--- config.mk ---
export PLATFORM = sky130hd
export DESIGN_NAME = char_stream_tokenizer_flat
export DESIGN_NICKNAME = d
export VERILOG_FILES = /design/src/design/ctok_pkg.sv /design/src/design/ctok_ifs.sv /design/src/design/ctok_regs.sv /design/src/design/ctok_step.sv /design/src/design/char_stream_tokenizer.sv /design/src/flat_wrapper.sv
export SDC_FILE = /design/constraint.sdc
export NUM_CORES = 1
export LEC_CHECK = 0
export ABC_CLOCK_PERIOD_IN_PS = 3400
export BUFFER_PORTS_ARGS = -buffer_cell sky130_fd_sc_hd__buf_2
export CORE_MARGIN = 2
export CORE_UTILIZATION = 45
export CTS_BUF_LIST = sky130_fd_sc_hd__clkbuf_8
export CTS_CLUSTER_SIZE = 40
export DETAILED_ROUTE_END_ITERATION = 6
export PLACE_DENSITY = 0.7
export SETUP_SLACK_MARGIN = 0.3
export SYNTH_ARGS = -nofsm -noshare
export SYNTH_HDL_FRONTEND = slang
export SYNTH_SLANG_ARGS = --single-unit
--- constraint.sdc ---
create_clock -name clk -period 3.4 [get_ports clk]
set_input_delay 0.68 -clock clk [delete_from_list [all_inputs] [get_ports clk]]
set_output_delay 0.68 -clock clk [all_outputs]
set_load 0.01 [all_outputs]
--- src/design/ctok_pkg.sv ---
// ----------------------------------------------------------------------------
// ctok_pkg: shared definitions of the character stream tokenizer
// Scan modes, character constants, token classes, register indexes and the
// result record that travels from the step logic to the output queue.
// ----------------------------------------------------------------------------
package ctok_pkg;

    // Scan modes held in the state register.
    localparam logic [2:0] MODE_IDLE    = 3'd0;
    localparam logic [2:0] MODE_COMMENT = 3'd1;
    localparam logic [2:0] MODE_INT     = 3'd2;
    localparam logic [2:0] MODE_NAME    = 3'd3;
    localparam logic [2:0] MODE_STR     = 3'd4;

    // Characters with a fixed meaning.
    localparam logic [7:0] CH_HASH  = 8'h23;
    localparam logic [7:0] CH_UNDER = 8'h5F;
    localparam logic [7:0] CH_NL    = 8'h0A;

    // Token classes.
    localparam logic [1:0] CLS_END  = 2'd0;
    localparam logic [1:0] CLS_INT  = 2'd1;
    localparam logic [1:0] CLS_NAME = 2'd2;
    localparam logic [1:0] CLS_SIGN = 2'd3;

    // Input kinds.
    localparam logic KIND_CHAR = 1'b0;
    localparam logic KIND_EOF  = 1'b1;

    // Register indexes, taken from paddr bit 2.
    localparam logic REG_QUOTE_BYTES = 1'b0;
    localparam logic REG_QUOTE_COUNT = 1'b1;

    // Number of quote byte slots.
    localparam int QUOTE_SLOTS = 4;

    // Output queue depth; an item never causes more results than this.
    localparam int OUT_DEPTH = 2;

    // One result.
    typedef struct packed {
        logic [1:0] token_class;
        logic [7:0] out_byte;
        logic       byte_valid;
        logic       starts_token;
        logic       space_before;
        logic       closes_token;
        logic       last_result;
    } res_t;

    // Everything one step produces: results and the next state.
    typedef struct packed {
        res_t       r0;
        res_t       r1;
        logic [1:0] n;
        logic [2:0] mode_next;
        logic [7:0] open_quote_next;
        logic       spaces_next;
    } step_t;

endpackage

--- src/design/ctok_ifs.sv ---
// ----------------------------------------------------------------------------
// ctok_ifs: stream channels of the character stream tokenizer
// The input channel carries one character or end mark per transaction, the
// output channel one token result per transaction.
// ----------------------------------------------------------------------------
interface ctok_in_if;
    logic       valid;
    logic       ready;
    logic       kind;
    logic [7:0] char_byte;

    modport source (output valid, kind, char_byte, input ready);
    modport sink (input valid, kind, char_byte, output ready);
endinterface

interface ctok_out_if;
    logic       valid;
    logic       ready;
    logic [1:0] token_class;
    logic [7:0] out_byte;
    logic       byte_valid;
    logic       starts_token;
    logic       space_before;
    logic       closes_token;
    logic       last_result;

    modport source (output valid, token_class, out_byte, byte_valid, starts_token,
                    space_before, closes_token, last_result, input ready);
    modport sink (input valid, token_class, out_byte, byte_valid, starts_token,
                  space_before, closes_token, last_result, output ready);
endinterface

--- src/design/ctok_regs.sv ---
// ----------------------------------------------------------------------------
// ctok_regs: configuration registers
// APB-style register file holding the quote bytes and the active quote count.
// ----------------------------------------------------------------------------
module ctok_regs
    import ctok_pkg::*;
(
    input  logic        clk,
    input  logic        rst_n,
    input  logic        psel,
    input  logic        penable,
    input  logic        pwrite,
    input  logic [2:0]  paddr,
    input  logic [31:0] pwdata,
    output logic [31:0] prdata,
    output logic        pready,
    output logic [31:0] quote_bytes,
    output logic [2:0]  quote_count
);

    logic [31:0] quote_bytes_reg;
    logic [2:0]  quote_count_reg;
    logic        wr_en;

    // The port never inserts wait states.
    assign pready = 1'b1;
    assign wr_en  = psel && penable && pwrite && pready;

    // Register writes in the access phase.
    always_ff @(posedge clk or negedge rst_n)
    begin
        if (!rst_n)
        begin
            quote_bytes_reg <= 32'd34;
            quote_count_reg <= 3'd1;
        end
        else if (wr_en)
        begin
            unique case (paddr[2])
                REG_QUOTE_BYTES: quote_bytes_reg <= pwdata;
                REG_QUOTE_COUNT: quote_count_reg <= pwdata[2:0];
                default:         quote_bytes_reg <= quote_bytes_reg;
            endcase
        end
    end

    // Read data.
    always_comb
    begin
        unique case (paddr[2])
            REG_QUOTE_BYTES: prdata = quote_bytes_reg;
            REG_QUOTE_COUNT: prdata = {29'd0, quote_count_reg};
            default:         prdata = 32'd0;
        endcase
    end

    assign quote_bytes = quote_bytes_reg;
    assign quote_count = quote_count_reg;

endmodule

--- src/design/ctok_step.sv ---
// ----------------------------------------------------------------------------
// ctok_step: per-character scan logic
// Classifies one character against the current scan mode and produces up to
// two results together with the next scan state.
// ----------------------------------------------------------------------------
module ctok_step
    import ctok_pkg::*;
(
    input  logic [2:0]  mode,
    input  logic [7:0]  open_quote,
    input  logic        spaces_seen,
    input  logic        kind,
    input  logic [7:0]  char_byte,
    input  logic [31:0] quote_bytes,
    input  logic [2:0]  quote_count,
    output step_t       step
);

    // Outcome of handling a character while between tokens.
    typedef struct packed {
        logic       emit;
        res_t       res;
        logic [2:0] mode_next;
        logic       spaces_next;
        logic       load_quote;
    } idle_t;

    function automatic logic is_space(input logic [7:0] b);
        return (b == 8'd32) || (b >= 8'd9 && b <= 8'd13);
    endfunction

    function automatic logic is_digit(input logic [7:0] b);
        return b >= 8'h30 && b <= 8'h39;
    endfunction

    function automatic logic is_alpha(input logic [7:0] b);
        return (b >= 8'h41 && b <= 8'h5A) || (b >= 8'h61 && b <= 8'h7A);
    endfunction

    function automatic res_t make_res(input logic [1:0] cls, input logic [7:0] b,
                                      input logic valid, input logic start,
                                      input logic sp, input logic close);
        res_t r;
        r.token_class  = cls;
        r.out_byte     = valid ? b : 8'd0;
        r.byte_valid   = valid;
        r.starts_token = start;
        r.space_before = start & sp;
        r.closes_token = close;
        r.last_result  = 1'b0;
        return r;
    endfunction

    logic  eof;
    logic  quote_hit;
    logic  name_char;
    idle_t idle;
    res_t  close_res;
    res_t  data_res;

    assign eof       = (kind == KIND_EOF);
    assign name_char = is_alpha(char_byte) || is_digit(char_byte) || (char_byte == CH_UNDER);

    // Quote match over the active slots; counts above four enable all slots.
    always_comb
    begin
        quote_hit = 1'b0;
        for (int k = 0; k < QUOTE_SLOTS; k++)
        begin
            if (quote_count > 3'(k) && quote_bytes[8*k +: 8] == char_byte)
                quote_hit = 1'b1;
        end
    end

    // Character handling between tokens.
    always_comb
    begin
        idle.emit        = 1'b1;
        idle.res         = make_res(CLS_SIGN, char_byte, 1'b1, 1'b1, spaces_seen, 1'b1);
        idle.mode_next   = MODE_IDLE;
        idle.spaces_next = 1'b0;
        idle.load_quote  = 1'b0;
        priority if (eof)
        begin
            idle.res = make_res(CLS_END, 8'd0, 1'b0, 1'b1, spaces_seen, 1'b1);
        end
        else if (is_space(char_byte))
        begin
            idle.emit        = 1'b0;
            idle.spaces_next = 1'b1;
        end
        else if (char_byte == CH_HASH)
        begin
            idle.emit        = 1'b0;
            idle.spaces_next = 1'b1;
            idle.mode_next   = MODE_COMMENT;
        end
        else if (is_digit(char_byte))
        begin
            idle.res       = make_res(CLS_INT, char_byte, 1'b1, 1'b1, spaces_seen, 1'b0);
            idle.mode_next = MODE_INT;
        end
        else if (is_alpha(char_byte) || char_byte == CH_UNDER)
        begin
            idle.res       = make_res(CLS_NAME, char_byte, 1'b1, 1'b1, spaces_seen, 1'b0);
            idle.mode_next = MODE_NAME;
        end
        else if (quote_hit)
        begin
            idle.res        = make_res(CLS_NAME, 8'd0, 1'b0, 1'b1, spaces_seen, 1'b0);
            idle.mode_next  = MODE_STR;
            idle.load_quote = 1'b1;
        end
        else
        begin
            idle.emit = 1'b1;
        end
    end

    // Mode-dependent step.
    always_comb
    begin
        step.r0              = make_res(CLS_END, 8'd0, 1'b0, 1'b0, 1'b0, 1'b0);
        step.r1              = step.r0;
        step.n               = 2'd0;
        step.mode_next       = mode;
        step.open_quote_next = open_quote;
        step.spaces_next     = spaces_seen;
        close_res = make_res(CLS_NAME, 8'd0, 1'b0, 1'b0, 1'b0, 1'b1);
        data_res  = make_res(CLS_NAME, char_byte, 1'b1, 1'b0, 1'b0, 1'b0);

        unique case (mode)
            MODE_COMMENT:
            begin
                if (eof)
                begin
                    step.r0          = make_res(CLS_END, 8'd0, 1'b0, 1'b1, spaces_seen, 1'b1);
                    step.n           = 2'd1;
                    step.mode_next   = MODE_IDLE;
                    step.spaces_next = 1'b0;
                end
                else if (char_byte == CH_NL)
                begin
                    step.mode_next = MODE_IDLE;
                end
            end
            MODE_INT, MODE_NAME:
            begin
                if (!eof && (mode == MODE_INT ? is_digit(char_byte) : name_char))
                begin
                    step.r0             = data_res;
                    step.r0.token_class = (mode == MODE_INT) ? CLS_INT : CLS_NAME;
                    step.n              = 2'd1;
                end
                else
                begin
                    // The run closes; the foreign character is then handled anew.
                    step.r0             = close_res;
                    step.r0.token_class = (mode == MODE_INT) ? CLS_INT : CLS_NAME;
                    step.r1             = idle.res;
                    step.n              = idle.emit ? 2'd2 : 2'd1;
                    step.mode_next      = idle.mode_next;
                    step.spaces_next    = idle.spaces_next;
                    if (idle.load_quote)
                        step.open_quote_next = char_byte;
                end
            end
            MODE_STR:
            begin
                if (eof)
                begin
                    // An unfinished string is closed ahead of the end token.
                    step.r0              = close_res;
                    step.r1              = make_res(CLS_END, 8'd0, 1'b0, 1'b1,
                                                    spaces_seen, 1'b1);
                    step.n               = 2'd2;
                    step.open_quote_next = 8'd0;
                    step.mode_next       = MODE_IDLE;
                    step.spaces_next     = 1'b0;
                end
                else if (char_byte == open_quote)
                begin
                    step.r0              = close_res;
                    step.n               = 2'd1;
                    step.open_quote_next = 8'd0;
                    step.mode_next       = MODE_IDLE;
                end
                else
                begin
                    step.r0 = data_res;
                    step.n  = 2'd1;
                end
            end
            default:
            begin
                // Idle, and any code that is not a scan mode.
                step.r0          = idle.res;
                step.n           = idle.emit ? 2'd1 : 2'd0;
                step.mode_next   = idle.mode_next;
                step.spaces_next = idle.spaces_next;
                if (idle.load_quote)
                    step.open_quote_next = char_byte;
            end
        endcase

        // Mark the final result of this character.
        if (step.n == 2'd2)
            step.r1.last_result = 1'b1;
        else
            step.r0.last_result = 1'b1;
    end

endmodule

--- src/design/char_stream_tokenizer.sv ---
// ----------------------------------------------------------------------------
// char_stream_tokenizer: streaming lexical tokenizer
// Top level: input register, scan state, per-character step logic, a
// two-entry result queue and the configuration registers.
// ----------------------------------------------------------------------------
// The tokenizer takes one character or end mark per input transaction and
// sends token results on the output channel, one result per transaction,
// with marks that open and close each token. An input item is held in the
// input register, where the scan logic classifies it against the current
// mode and pushes its results into a two-entry output queue. A new item is
// taken every cycle as long as each causes at most one result and the sink
// keeps up; an item that closes a run or string and opens another token
// causes two results, so the rate is then set by the output port at one
// result per cycle. Whitespace between tokens and comment characters cause
// no result and never wait for room in the queue. The user must write the
// quote registers only while no item is in flight; the block itself does
// not enforce this.
module char_stream_tokenizer
    import ctok_pkg::*;
(
    input  logic        clk,
    input  logic        rst_n,
    ctok_in_if.sink     in,
    ctok_out_if.source  out,
    input  logic        psel,
    input  logic        penable,
    input  logic        pwrite,
    input  logic [2:0]  paddr,
    input  logic [31:0] pwdata,
    output logic [31:0] prdata,
    output logic        pready
);

    localparam int CNT_W = $clog2(OUT_DEPTH + 1);

    logic [31:0] quote_bytes;
    logic [2:0]  quote_count;

    // Input register.
    logic        item_valid_reg;
    logic        item_kind_reg;
    logic [7:0]  item_byte_reg;

    // Scan state.
    logic [2:0]  mode_reg;
    logic [7:0]  open_quote_reg;
    logic        spaces_reg;

    // Output queue.
    res_t        fifo_reg [OUT_DEPTH];
    logic        rd_ptr_reg;
    logic        wr_ptr_reg;
    logic [CNT_W-1:0] count_reg;
    logic [CNT_W-1:0] count_next;
    logic [CNT_W-1:0] free_slots;

    step_t       step;
    logic        pop;
    logic        fire;
    logic        take;
    res_t        head;

    ctok_regs u_regs (
        .clk         (clk),
        .rst_n       (rst_n),
        .psel        (psel),
        .penable     (penable),
        .pwrite      (pwrite),
        .paddr       (paddr),
        .pwdata      (pwdata),
        .prdata      (prdata),
        .pready      (pready),
        .quote_bytes (quote_bytes),
        .quote_count (quote_count)
    );

    ctok_step u_step (
        .mode        (mode_reg),
        .open_quote  (open_quote_reg),
        .spaces_seen (spaces_reg),
        .kind        (item_kind_reg),
        .char_byte   (item_byte_reg),
        .quote_bytes (quote_bytes),
        .quote_count (quote_count),
        .step        (step)
    );

    // Handshake: the held item is processed when the queue has room for all
    // of its results, counting the slot freed by a result leaving this cycle.
    assign pop        = out.valid && out.ready;
    assign free_slots = CNT_W'(OUT_DEPTH) - count_reg + CNT_W'(pop);
    assign fire       = item_valid_reg && (CNT_W'(step.n) <= free_slots);
    assign in.ready   = !item_valid_reg || fire;
    assign take       = in.valid && in.ready;
    assign count_next = count_reg + CNT_W'(fire ? step.n : 2'd0) - CNT_W'(pop);

    // Input register control.
    always_ff @(posedge clk or negedge rst_n)
    begin
        if (!rst_n)
            item_valid_reg <= 1'b0;
        else if (in.ready)
            item_valid_reg <= in.valid;
    end

    // Input register payload.
    always_ff @(posedge clk)
    begin
        if (take)
        begin
            item_kind_reg <= in.kind;
            item_byte_reg <= in.char_byte;
        end
    end

    // Scan state update.
    always_ff @(posedge clk or negedge rst_n)
    begin
        if (!rst_n)
        begin
            mode_reg       <= MODE_IDLE;
            open_quote_reg <= 8'd0;
            spaces_reg     <= 1'b0;
        end
        else if (fire)
        begin
            mode_reg       <= step.mode_next;
            open_quote_reg <= step.open_quote_next;
            spaces_reg     <= step.spaces_next;
        end
    end

    // Queue pointers and fill level.
    always_ff @(posedge clk or negedge rst_n)
    begin
        if (!rst_n)
        begin
            rd_ptr_reg <= 1'b0;
            wr_ptr_reg <= 1'b0;
            count_reg  <= '0;
        end
        else
        begin
            count_reg <= count_next;
            if (pop)
                rd_ptr_reg <= ~rd_ptr_reg;
            if (fire && step.n == 2'd1)
                wr_ptr_reg <= ~wr_ptr_reg;
        end
    end

    // Queue storage.
    always_ff @(posedge clk)
    begin
        if (fire && step.n != 2'd0)
            fifo_reg[wr_ptr_reg] <= step.r0;
        if (fire && step.n == 2'd2)
            fifo_reg[~wr_ptr_reg] <= step.r1;
    end

    // Output channel.
    assign head             = fifo_reg[rd_ptr_reg];
    assign out.valid        = (count_reg != '0);
    assign out.token_class  = head.token_class;
    assign out.out_byte     = head.out_byte;
    assign out.byte_valid   = head.byte_valid;
    assign out.starts_token = head.starts_token;
    assign out.space_before = head.space_before;
    assign out.closes_token = head.closes_token;
    assign out.last_result  = head.last_result;

endmodule

--- src/flat_wrapper.sv ---
// flat-port wrapper written by rule: the top's interface ports become plain ports
module char_stream_tokenizer_flat import ctok_pkg::*;
  (clk, rst_n, psel, penable, pwrite, paddr, pwdata, prdata, pready, in_valid, in_kind, in_char_byte, in_ready, out_valid, out_token_class, out_out_byte, out_byte_valid, out_starts_token, out_space_before, out_closes_token, out_last_result, out_ready);
  ctok_in_if in_i ();
  ctok_out_if out_i ();
  input  logic clk;
  input  logic rst_n;
  input  logic psel;
  input  logic penable;
  input  logic pwrite;
  input  logic [2:0] paddr;
  input  logic [31:0] pwdata;
  output logic [31:0] prdata;
  output logic pready;
  input wire logic [$bits(in_i.valid)-1:0] in_valid;
  input wire logic [$bits(in_i.kind)-1:0] in_kind;
  input wire logic [$bits(in_i.char_byte)-1:0] in_char_byte;
  output wire logic [$bits(in_i.ready)-1:0] in_ready;
  output wire logic [$bits(out_i.valid)-1:0] out_valid;
  output wire logic [$bits(out_i.token_class)-1:0] out_token_class;
  output wire logic [$bits(out_i.out_byte)-1:0] out_out_byte;
  output wire logic [$bits(out_i.byte_valid)-1:0] out_byte_valid;
  output wire logic [$bits(out_i.starts_token)-1:0] out_starts_token;
  output wire logic [$bits(out_i.space_before)-1:0] out_space_before;
  output wire logic [$bits(out_i.closes_token)-1:0] out_closes_token;
  output wire logic [$bits(out_i.last_result)-1:0] out_last_result;
  input wire logic [$bits(out_i.ready)-1:0] out_ready;
  assign in_i.valid = in_valid;
  assign in_i.kind = in_kind;
  assign in_i.char_byte = in_char_byte;
  assign in_ready = in_i.ready;
  assign out_valid = out_i.valid;
  assign out_token_class = out_i.token_class;
  assign out_out_byte = out_i.out_byte;
  assign out_byte_valid = out_i.byte_valid;
  assign out_starts_token = out_i.starts_token;
  assign out_space_before = out_i.space_before;
  assign out_closes_token = out_i.closes_token;
  assign out_last_result = out_i.last_result;
  assign out_i.ready = out_ready;
  char_stream_tokenizer u_core (.clk(clk), .rst_n(rst_n), .in(in_i), .out(out_i), .psel(psel), .penable(penable), .pwrite(pwrite), .paddr(paddr), .pwdata(pwdata), .prdata(prdata), .pready(pready));
endmodule
==> qor.txt, run 1 <==
Status: finished with violations
Failing checks: negative setup slack
Starting density of the core: 0.465
YS warnings: 0
GPL Wtd Cong: 0.888
Slew Limit Fails: 0
Fmax: 0.292 GHz
#FFs+latches synth: 91
Final hold vios: 0
Port bufs: 97
Setup WS pre-CTS: 0.106 ns
First-pass GRT wire length: 19100 um
Detailed Place HPWL: 8410 um
Via count: 3882
P_leak: 2.82 nW
Initial antenna violation count: 0
Num CTS Buffers: 9
WL/cell: 16.5 um
Die span in y: 110 um
Number of routed nets with antenna violations: 0
Max clock buf depth: 2
Worst-Margin Slew: 0.819 ns
# diodes: 0
Final setup violating endpoints: 1
DR pass1 iterations: 4
Filler Cells Inserted: 908
Ratio of cells with drive above 1 in the final layout: 0.477
Global router's overall resource usage: 0.207
Die X: 110 um
DRC: 0
Crit path required time: 2.72 ns
Post-Synthesis Cells: 449
Top Family by Delay on Critical Path: simple AND/OR/NAND/NOR gates
Final WS setup: -0.0250 ns
Worst slew margin: 0.454
Core Box Area: 10900 um^2
Maximum vdd drop: 591 uV
Dpl cells: 691
R2r setup slk: 0.02 ns
Worst-path maximum fanout: 5
Root Driver: clkbuf_8
Critical Path Max Stage Delay: 0.53 ns
Critical path, cell by cell: or4bb_1, a21oi_2, o31ai_4, and3_1, o31a_1, ha_1, nand2_1, o21ai_2, inv_1, nand2_2, buf_6
# nets final: 644
Number of top-level pins: 101
Syn Area/Cell: 11.3 um^2
Net Count, Synth: 505
CTS tree: done
Crit path DAT: 2.74 ns
Sequential share of the synthesized area: 0.486
DRC marker count from the first detailed-route iteration: 179
Clock-pin slew on the worst setup and hold paths: 0.09 ns
PwrDens: 1070 nW/um^2
Layout Skew: 0.0151 ns
Worst reg2reg path depth: 16
Pin count of the biggest net entering global routing: 37
CP startpoint kind: flip-flop
CTS Hold Buffers Added: 0
Reg2reg end: u_core.fifo_reg[0][12]
Maximum capacitance violations: 0
RSZ-0062 raised after global routing: yes
Max reg flops: 32
Min-delay worst type: in -> async
Wire length after detailed routing: 12100 um
CP Buf/Inv Count: 2
Top_reg_cell synth: dfrtp_1
Post-route cell area: 6670 um^2
Grt ovf: 0
Cell variety after synth: 61
CTS H-tree lvls: 3
Worst skew pair latency: 0.38 ns
Vias per inst: 5.30
CP Class: reg -> out
WHS: 0.392 ns
Cell Rows: 38
Synth-to-Final Area Change: 31.0%
DIE AREA: 12200 um^2
Final period utilization: 1.01
Fin cells: 733
Placed cell area: 5940 um^2
Post-synth EDFFs: 39
RR Startpoint: u_core.item_byte_reg[1]
Setup crit end kind: output port
Total power: 0.00714 W
Tmin final: 3.42 ns
Vias in the first global route: 3881
Post-Syn Area: 5090 um^2
Max stage delay cell, worst path: or4bb_1
Clock Sinks: 91
FFs w/ async S/R, synth: 0.571
how the worst max path moves through the flow:
stage	cells after the start	startpoint	endpoint
after CTS	11	u_core.item_byte_reg[5]	in_ready
after floorplan	15	u_core.item_byte_reg[5]	u_core.fifo_reg[0][13]
final	11	u_core.item_byte_reg[1]	in_ready
after global placement	14	u_core.item_byte_reg[5]	u_core.fifo_reg[0][2]
after global routing	11	u_core.item_byte_reg[1]	in_ready
after detailed placement	15	u_core.item_byte_reg[5]	u_core.fifo_reg[0][2]
cells in the mapped netlist (all sizes together), types with 2 or more instances:
cell / count / area share
edfxtp: 39 / 0.23
nand4: 9 / 0.011
nand4b: 2 / 0.0034
xor2: 10 / 0.017
or3: 2 / 0.0025
a22oi: 2 / 0.0029
clkbuf: 13 / 0.0096
o21ai: 8 / 0.0086
and3b: 2 / 0.0042
nor2b: 34 / 0.042
xnor2: 37 / 0.064
nor3: 10 / 0.0098
a31oi: 2 / 0.0025
dfrtp: 49 / 0.24
buf: 12 / 0.014
or4: 2 / 0.0029
a21oi: 10 / 0.0098
ha: 5 / 0.012
a21boi: 2 / 0.0037
nand3b: 2 / 0.0029
a21o: 5 / 0.0074
mux2i: 4 / 0.0079
nand3: 6 / 0.0059
a31o: 2 / 0.0034
dfstp: 3 / 0.015
a22o: 8 / 0.014
and2: 24 / 0.029
nand2: 20 / 0.015
o21a: 3 / 0.0044
nand2b: 8 / 0.0098
o21bai: 2 / 0.0029
o31ai: 4 / 0.0069
nor4: 8 / 0.0098
inv: 6 / 0.0044
nor2: 22 / 0.016
or2: 3 / 0.0037
mux2: 53 / 0.12
stage by stage:
stage,util,setup TNS (ns)
2_1_floorplan,-,0
3_3_place_gp,0.543,0
3_5_place_dp,0.543,0
4_1_cts,0.579,-0.00496
5_1_grt,0.610,-4.38
6_report,0.610,-0.0250
per-layer routing:
| metal | track usage | share of wire | up-vias |
|---|---|---|---|
| met5 | 0 | 0 | - |
| met4 | 0.0661 | 0.018 | 0 |
| met3 | 0.0429 | 0.042 | 19 |
| met2 | 0.352 | 0.49 | 94 |
| met1 | 0.264 | 0.45 | 1890 |
| li1 | - | - | 1879 |
cell families (layout without fill, tap and decap cells):
family,Yosys count,after routing,share of synthesized area
AOI/OAI and AO/OA,57,57,0.0858
buffers and inverters,31,175,0.0275
DFF,91,91,0.486
muxes,57,57,0.125
and+or+nand+nor,160,160,0.181
xor gates and xnor gates,47,47,0.0809
adders and majority gates,5,5,0.0123
other,1,1,0.000737
power breakdown:
part | switching, W | total [W] | internal, W
sequential | 0.000280 | 0.00204 | 0.00176
combinational | 0.00212 | 0.00437 | 0.00226
clock | 0.000387 | 0.000719 | 0.000332
timing repair:
action / in CTS / in global routing
pin swaps: 22 / 24
gates cloned: 1 / 1
gates resized for setup: 21 / 54
endpoints found under the setup margin: 71 / 83
buffers inserted: 12 / 12
cell type report:
cell class	instances	area, um^2	share of cell area
multi-input cells	327	2770	0.416
flip-flops and latches	91	2480	0.371
repair buffers	153	1030	0.155
well taps	140	175	0.0263
clock buffers	9	124	0.0186
clock inverters	7	62.6	0.00938
inverters	6	22.5	0.00338
cell usage in the layout, fill, tap and decap left out, types with 4 or more instances in the layout:
master     n
nor2b_1   33
nand2b_1   6
nor2_4     6
nor2_1    15
a21oi_1    6
mux2_2    53
nand4_1    9
o21ai_0    4
xnor2_1   37
clkbuf_8   9
nor4_1     8
mux2i_1    4
and2_1     9
a22o_1     8
buf_4     36
nor3_1     7
nand2_2    4
buf_2     96
inv_1      9
a21oi_2    4
edfxtp_1  39
buf_6     17
and2_4    14
nand2_1   15
nand3_1    6
xor2_1     9
ha_1       4
dfrtp_1   49
Note: power is estimated with default switching activity, not from simulation.
==> inputs of run 2 (changes only) <==
--- a/config.mk
+++ b/config.mk
@@ -8,12 +8,13 @@
 export ABC_CLOCK_PERIOD_IN_PS = 3400
 export BUFFER_PORTS_ARGS = -buffer_cell sky130_fd_sc_hd__buf_2
 export CORE_MARGIN = 2
-export CORE_UTILIZATION = 45
+export CORE_UTILIZATION = 39
 export CTS_BUF_LIST = sky130_fd_sc_hd__clkbuf_8
 export CTS_CLUSTER_SIZE = 40
 export DETAILED_ROUTE_END_ITERATION = 6
-export PLACE_DENSITY = 0.7
+export PLACE_DENSITY = 0.68
 export SETUP_SLACK_MARGIN = 0.3
 export SYNTH_ARGS = -nofsm -noshare
 export SYNTH_HDL_FRONTEND = slang
+export SYNTH_HIERARCHICAL = 1
 export SYNTH_SLANG_ARGS = --single-unit
==> run 2 against run 1 <==
  * Area after synthesis increased by 11%
  * Synthesized cell count up 5.1%
  * Critical path type unchanged
  * Total power is 1.3% lower
  * Sequential share of layout area fell by 2.9 points
  * Global-route usage is 3.1 points lower
  * Via count is 5.0% higher
  * Critical path depth is 1 higher
  * First-iteration DRC count is 35% higher
  * Utilization fell by 9.5 points
  * Clock power increased by 25%
  * Sequential power down 2%
  * The run still ends with negative setup slack left
  * Count of clock-buffer cells in the layout up 1
==> qor.txt, run 2 <==
Routing usage on met3: 0.0296 (-0.0133)
DIE AREA: 15500 um^2 (+27%)
Final hold vios: 0 (unchanged)
CTS H-tree lvls: 3 (unchanged)
Setup crit end kind: output port
RSZ-0062 raised after global routing: yes
CTS Hold Buffers Added: 0 (unchanged)
Num CTS Buffers: 9 (unchanged)
Filler Cells Inserted: 1221 (+34%)
Die X: 124 um (+13%)
Layout Skew: 0.0161 ns (+0.00106 ns)
Pin count of the biggest net entering global routing: 35 (-5.4%)
Fmax: 0.274 GHz (-6.2%)
Clock-pin slew on the worst setup and hold paths: 0.10 ns (about the same)
FFs w/ async S/R, synth: 0.571 (unchanged)
Top-area cell type share of the netlist area: 0.217 (-0.0239)
Die span in y: 124 um (+13%)
# nets final: 656 (+1.9%)
Vias per inst: 5.19 (-1.9%)
Worst-path maximum fanout: 3 (-2)
Crit path required time: 2.72 ns (about the same)
Initial antenna violation count: 0 (unchanged)
Post-synth EDFFs: 39 (unchanged)
Number of top-level pins: 101 (unchanged)
Synth-to-Final Area Change: 27.9%
Vias in the first global route: 4157 (+7.1%)
Net Count, Synth: 528 (+4.6%)
CP startpoint kind: flip-flop
Synth area leaders: dfrtp_1, edfxtp_1, mux2_2
Maximum capacitance violations: 0 (unchanged)
Clock Sinks: 91 (unchanged)
Post-Syn Area: 5650 um^2 (+11%)
Worst-Margin Slew: 0.843 ns (+0.0236 ns)
Starting density of the core: 0.402 (-0.0630)
Top_reg_cell synth: dfrtp_1
Crit path DAT: 2.97 ns (+0.23 ns)
Tmin final: 3.65 ns (+0.226 ns)
Port bufs: 97 (unchanged)
Post-Synthesis Cells: 472 (+5.1%)
DR pass1 iterations: 4 (unchanged)
GPL Wtd Cong: 0.876 (-1.3%)
Root Driver: clkbuf_8
# diodes: 0 (unchanged)
Final period utilization: 1.07 (+0.0664)
Final TNS setup: -6.95 ns (-6.93 ns)
Final WS setup: -0.251 ns (-0.226 ns)
Number of routed nets with antenna violations: 0 (unchanged)
Ratio of cells with drive above 1 in the final layout: 0.486 (+0.00872)
Cell Rows: 43 (+13%)
Worst slew margin: 0.437 (-0.0166)
Cell variety after synth: 67 (+9.8%)
M2 GR Usage: 0.295 (-0.0568)
First-pass GRT wire length: 21800 um (+14%)
Largest area contributor in the netlist: dfrtp_1
Maximum vdd drop: 618 uV (+4.7%)
WL/cell: 17.4 um (+5.4%)
Met1 usage: 0.230 (-0.0334)
Commonest non-fill, non-tap cell in the layout: buf_2
DRC marker count from the first detailed-route iteration: 242 (+35%)
Highest-count cells in the layout ignoring fill and taps: buf_2, mux2_4, dfrtp_1
Grt ovf: 0 (unchanged)
Gr busiest metal: met2
CP Class: reg -> out
CTS tree: done
Final setup violating endpoints: 32 (+31)
Global router's overall resource usage: 0.176 (-0.0306)
Slew Limit Fails: 0 (unchanged)
Max clock buf depth: 2 (unchanged)
YS warnings: 6 (+6)
P_leak: 3.27 nW (+16%)
Failing checks: negative setup slack
Syn Area/Cell: 12.0 um^2 (+5.6%)
Via count: 4078 (+5.0%)
Max reg flops: 32 (unchanged)
Core Box Area: 14000 um^2 (+28%)
Min-delay worst type: in -> async
Setup WS pre-CTS: -0.118 ns (-0.224 ns)
Post-synth top cells: mux2_2, dfrtp_1, mux2_4, edfxtp_1, nor2b_1
#FFs+latches synth: 91 (unchanged)
Wire length after detailed routing: 13600 um (+13%)
DRC: 0 (unchanged)
Detailed Place HPWL: 9500 um (+13%)
Worst skew pair latency: 0.38 ns (about the same)
PwrDens: 975 nW/um^2 (-8.9%)
Sequential share of the synthesized area: 0.438 (-0.0484)
Status: finished with violations
Cell with the most instances after synthesis: mux2_2
[run 2: cells by family after synthesis]
logic type                 after synthesis  share of synthesized area
DFF                                     91                      0.438
other                                    1                   0.000664
muxes                                   96                      0.218
xor gates and xnor gates                47                     0.0728
adders and majority gates                5                     0.0111
and+or+nand+nor                        127                      0.135
AOI/OAI and AO/OA                       62                     0.0821
buffers and inverters                   43                     0.0429
[run 2: final timing paths]
| kind | from | end | slack [ns] | cells after the start |
|---|---|---|---|---|
| hold / removal | rst_n | u_core/u_regs/quote_bytes[20] | 0.33 | 1 |
| setup reg to reg | u_core/item_byte_reg[2] | u_core/fifo_reg[1][12] | -0.25 | 13 |
| hold reg to reg | u_core/open_quote_reg[3] | u_core/open_quote_reg[3] | 0.56 | 1 |
| min in group clk | in_char_byte[0] | u_core/item_byte_reg[0] | 0.47 | 1 |
| max in group asynchronous | rst_n | u_core/u_regs/quote_count[0] | 2.31 | 2 |
| setup / recovery | u_core/item_byte_reg[2] | in_ready | -0.25 | 12 |
[run 2: per-stage QoR]
step	cell area [um^2]	utilization	cells	hold WS (ns)	total power [W]
3_5_place_dp	6570	0.468	754	0.540	0.00508
3_3_place_gp	6570	0.468	754	0.535	0.00498
2_1_floorplan	5760	-	472	0.384	0.00413
6_report	7230	0.515	785	0.329	0.00705
4_1_cts	7020	0.500	776	0.337	0.00658
5_1_grt	7230	0.515	785	0.363	0.00748
[run 2: repair_timing]
| action | in CTS | in global routing |
|---|---|---|
| pin swaps | 6 | 11 |
| resized for setup | 28 | 29 |
| gates cloned | 2 | 2 |
| setup endpoints to repair | 68 | 85 |
| setup buffers | 4 | 7 |
[run 2: layer usage]
| metal | share of wire | wire length [um] | up-vias |
|---|---|---|---|
| met5 | 0 | 0 | - |
| met4 | 0.018 | 250 | 0 |
| met3 | 0.030 | 413 | 17 |
| met2 | 0.49 | 6690 | 79 |
| met1 | 0.46 | 6290 | 2034 |
| li1 | - | - | 1948 |
[run 2: final cells by class]
class | instances | area, um^2 | area share
multi-input cells | 338 | 3190 | 0.441
flip-flops and latches | 91 | 2480 | 0.343
repair buffers | 148 | 1050 | 0.145
well taps | 180 | 225 | 0.0312
clock buffers | 10 | 138 | 0.0190
clock inverters | 6 | 106 | 0.0147
inverters | 12 | 45.0 | 0.00623
[run 2: worst max-delay path, cell delays in order (launching register included)]
cell and delay (ns):
edfxtp_1 0.41, or4_4 0.56, o211a_1 0.26, a31o_4 0.25, o31ai_4 0.33, nor2_2 0.11, inv_2 0.09, ha_4 0.12
nand2b_4 0.13, buf_6 0.09, a22oi_2 0.04, nand2_2 0.10, buf_6 0.11
[run 2: power by group]
| group | total [W] | switching [W] | internal (W) |
|---|---|---|---|
| combinational | 0.00415 | 0.00182 | 0.00233 |
| clock | 0.000900 | 0.000395 | 0.000505 |
| sequential | 0.00199 | 0.000304 | 0.00169 |
| total | 0.00705 | 0.00252 | 0.00453 |
==> inputs of run 3 (changes only) <==
--- a/config.mk
+++ b/config.mk
@@ -12,9 +12,8 @@
 export CTS_BUF_LIST = sky130_fd_sc_hd__clkbuf_8
 export CTS_CLUSTER_SIZE = 40
 export DETAILED_ROUTE_END_ITERATION = 6
-export PLACE_DENSITY = 0.68
+export PLACE_DENSITY = 0.69
 export SETUP_SLACK_MARGIN = 0.3
 export SYNTH_ARGS = -nofsm -noshare
 export SYNTH_HDL_FRONTEND = slang
-export SYNTH_HIERARCHICAL = 1
 export SYNTH_SLANG_ARGS = --single-unit
==> run 3 against run 2 <==
  * The run still ends with negative setup slack left
  * Flip-flop and latch count did not move
  * Global-route usage fell by 0.10 points
  * Clock skew shrank 0.0040 ns
  * Highest routed layer unchanged
==> qor.txt, run 3 (same netlist as run 1, synthesis figures left out) <==
CTS H-tree lvls: 3 (unchanged)
R2r setup slk: 0.07 ns (+0.32 ns)
Crit path launch: u_core.item_byte_reg[1]
Setup crit end kind: output port
# nets final: 628 (-4.3%)
Gr busiest metal: met2
FF/Latch Area: 2480 um^2 (unchanged)
RSZ-0062 raised after global routing: yes
Status: finished with violations
Setup WS pre-CTS: 0.0830 ns (+0.201 ns)
Wire length after detailed routing: 11800 um (-14%)
CTS tree: done
RR Startpoint: u_core.item_byte_reg[1]
Final hold vios: 0 (unchanged)
Number of top-level pins: 101 (unchanged)
Footprint of the multi-input gates: 2650 um^2 (-17%)
Initial antenna violation count: 0 (unchanged)
DRC marker count from the first detailed-route iteration: 162 (-33%)
Clock network power share: 0.126 (-0.002)
Maximum capacitance violations: 0 (unchanged)
Global router's overall resource usage: 0.175 (-0.00104)
Pin count of the biggest net entering global routing: 37 (+5.7%)
WL/cell: 15.7 um (-9.6%)
GPL Wtd Cong: 0.889 (+1.5%)
Highest-count cells in the layout ignoring fill and taps: buf_2, mux2_2, dfrtp_1
DIE AREA: 14000 um^2 (-9.6%)
Max clock buf depth: 2 (unchanged)
P_sw: 0.00247 W (-2.0%)
Worst skew pair latency: 0.38 ns (about the same)
Vias in the first global route: 3902 (-6.1%)
CP startpoint kind: flip-flop
Failing checks: negative setup slack
Detailed Place HPWL: 8640 um (-9.0%)
DR pass1 iterations: 4 (unchanged)
Filler Cells Inserted: 1130 (-7.5%)
Reg2reg end: u_core.fifo_reg[0][12]
Final core utilization: 0.506 (-0.00926)
P_int: 0.00387 W (-14%)
Met1 usage: 0.227 (-0.00365)
Num CTS Buffers: 9 (unchanged)
Via count: 3836 (-5.9%)
Crit path required time: 2.72 ns (about the same)
Final WS setup: -0.126 ns (+0.125 ns)
Port bufs: 97 (unchanged)
CP Class: reg -> out
Worst setup endpoint: in_ready
WHS: 0.402 ns (+0.0734 ns)
DRC: 0 (unchanged)
Min-delay worst type: in -> async
Routing usage on met3: 0.0439 (+0.0143)
Worst-Margin Slew: 0.849 ns (+0.00617 ns)
Clock Sinks: 91 (unchanged)
Number of routed nets with antenna violations: 0 (unchanged)
Synth-to-Final Area Change: 25.9%
Worst-path maximum fanout: 5 (+2)
Die span in y: 118 um (-4.9%)
PwrDens: 990 nW/um^2 (+1.6%)
# diodes: 0 (unchanged)
Worst slew margin: 0.434 (-0.00326)
Starting density of the core: 0.402 (-0.000779)
Ratio of cells with drive above 1 in the final layout: 0.430 (-0.0561)
M2 GR Usage: 0.288 (-0.00751)
Max reg flops: 32 (unchanged)
Switching Fraction: 0.390 (+0.0317)
Maximum vdd drop: 407 uV (-34%)
Die X: 118 um (-4.9%)
Core Box Area: 12700 um^2 (-9.8%)
Commonest non-fill, non-tap cell in the layout: buf_2
Clock-pin slew on the worst setup and hold paths: 0.08 ns (-0.02 ns)
Layout Skew: 0.0121 ns (-0.00397 ns)
First-pass GRT wire length: 19800 um (-9.4%)
Crit path DAT: 2.85 ns (-0.12 ns)
Final period utilization: 1.04 (-0.0367)
Final setup violating endpoints: 1 (-97%)
Gate power share: 0.549 (-0.040)
Root Driver: clkbuf_8
Fmax: 0.284 GHz (+3.5%)
P_leak: 2.69 nW (-18%)
Vias per inst: 5.12 (-1.4%)
Slew Limit Fails: 0 (unchanged)
Tmin final: 3.53 ns (-0.125 ns)
Grt ovf: 0 (unchanged)
Worst reg2reg path depth: 15 (+2)
Cell Rows: 41 (-4.7%)
Total power: 0.00634 W (-10%)
CTS Hold Buffers Added: 0 (unchanged)
Sequential fraction of design power: 0.324 (+0.041)
[run 3: cell types whose count changed in the layout (fill, tap and decap cells not counted), sizes merged, moves of 4 or more]
cell,change
and2,+16
and3,-5
buf,-10
nand4,+6
xor2,-14
nor2,+4
xnor2,+14
mux2,-42
a31oi,-4
nand2,+5
a21o,+4
inv,-6
[run 3: worst max-delay path: stages, from the launching register on]
cell	delay, ns
edfxtp_1	0.44
or4bb_1	0.52
a21oi_2	0.18
o31ai_4	0.12
and3_1	0.17
o31a_1	0.25
ha_1	0.30
nand2_1	0.07
o21ai_2	0.06
buf_4	0.13
inv_2	0.04
nand2_2	0.06
buf_6	0.12
[run 3: layer usage]
| layer | share of wire | wire, um |
|---|---|---|
| met5 | 0 | 0 |
| met4 | 0.013 | 154 |
| met3 | 0.062 | 730 |
| met2 | 0.48 | 5600 |
| met1 | 0.45 | 5290 |
[run 3: what timing repair did]
action / CTS / global route
endpoints found under the setup margin: 81 / 82
gates resized for setup: 20 / 10
setup buffers: 4 / 1
endpoints found under the hold margin: 0 / 0
pin swaps: 9 / 0
cloned: 0 / 0
[run 3: layout make-up]
cell class | instances | area share
multi-input combinational | 327 | 0.413
clock inverter | 6 | 0.0127
clock buffer | 10 | 0.0215
sequential | 91 | 0.387
inverter | 6 | 0.00352
timing repair buffer | 137 | 0.129
tap | 172 | 0.0336
[run 3: power groups by stage]
stage | Combinational, W | Clock [W] | Sequential (W)
after detailed placement | 0.00315 | 0 | 0.00208
after floorplan | 0.00217 | 0 | 0.00194
after global placement | 0.00308 | 0 | 0.00205
after global routing | 0.00381 | 0.000865 | 0.00211
final | 0.00348 | 0.000802 | 0.00205
after CTS | 0.00340 | 0.000822 | 0.00206
[run 3: per-stage QoR]
step / TNS [ns] / area [um^2] / cells
global placement: 0 / 6020 / 728
CTS: -0.144 / 6350 / 748
global route: -2.46 / 6410 / 749
detailed placement: 0 / 6020 / 728
floorplan: 0 / 5160 / 449
finish: -0.126 / 6410 / 749
[run 3: how the worst min path moves through the flow]
stage,startpoint,endpoint,slack (ns),cells past startpoint
floorplan,rst_n,u_core.count_reg[0],0.38,0
global placement,u_core.open_quote_reg[0],u_core.open_quote_reg[0],0.51,1
detailed placement,u_core.open_quote_reg[6],u_core.open_quote_reg[6],0.51,1
CTS,rst_n,u_core.u_regs.quote_bytes[21],0.42,1
global route,rst_n,u_core.u_regs.quote_bytes[9],0.45,1
finish,rst_n,u_core.u_regs.quote_bytes[16],0.40,1
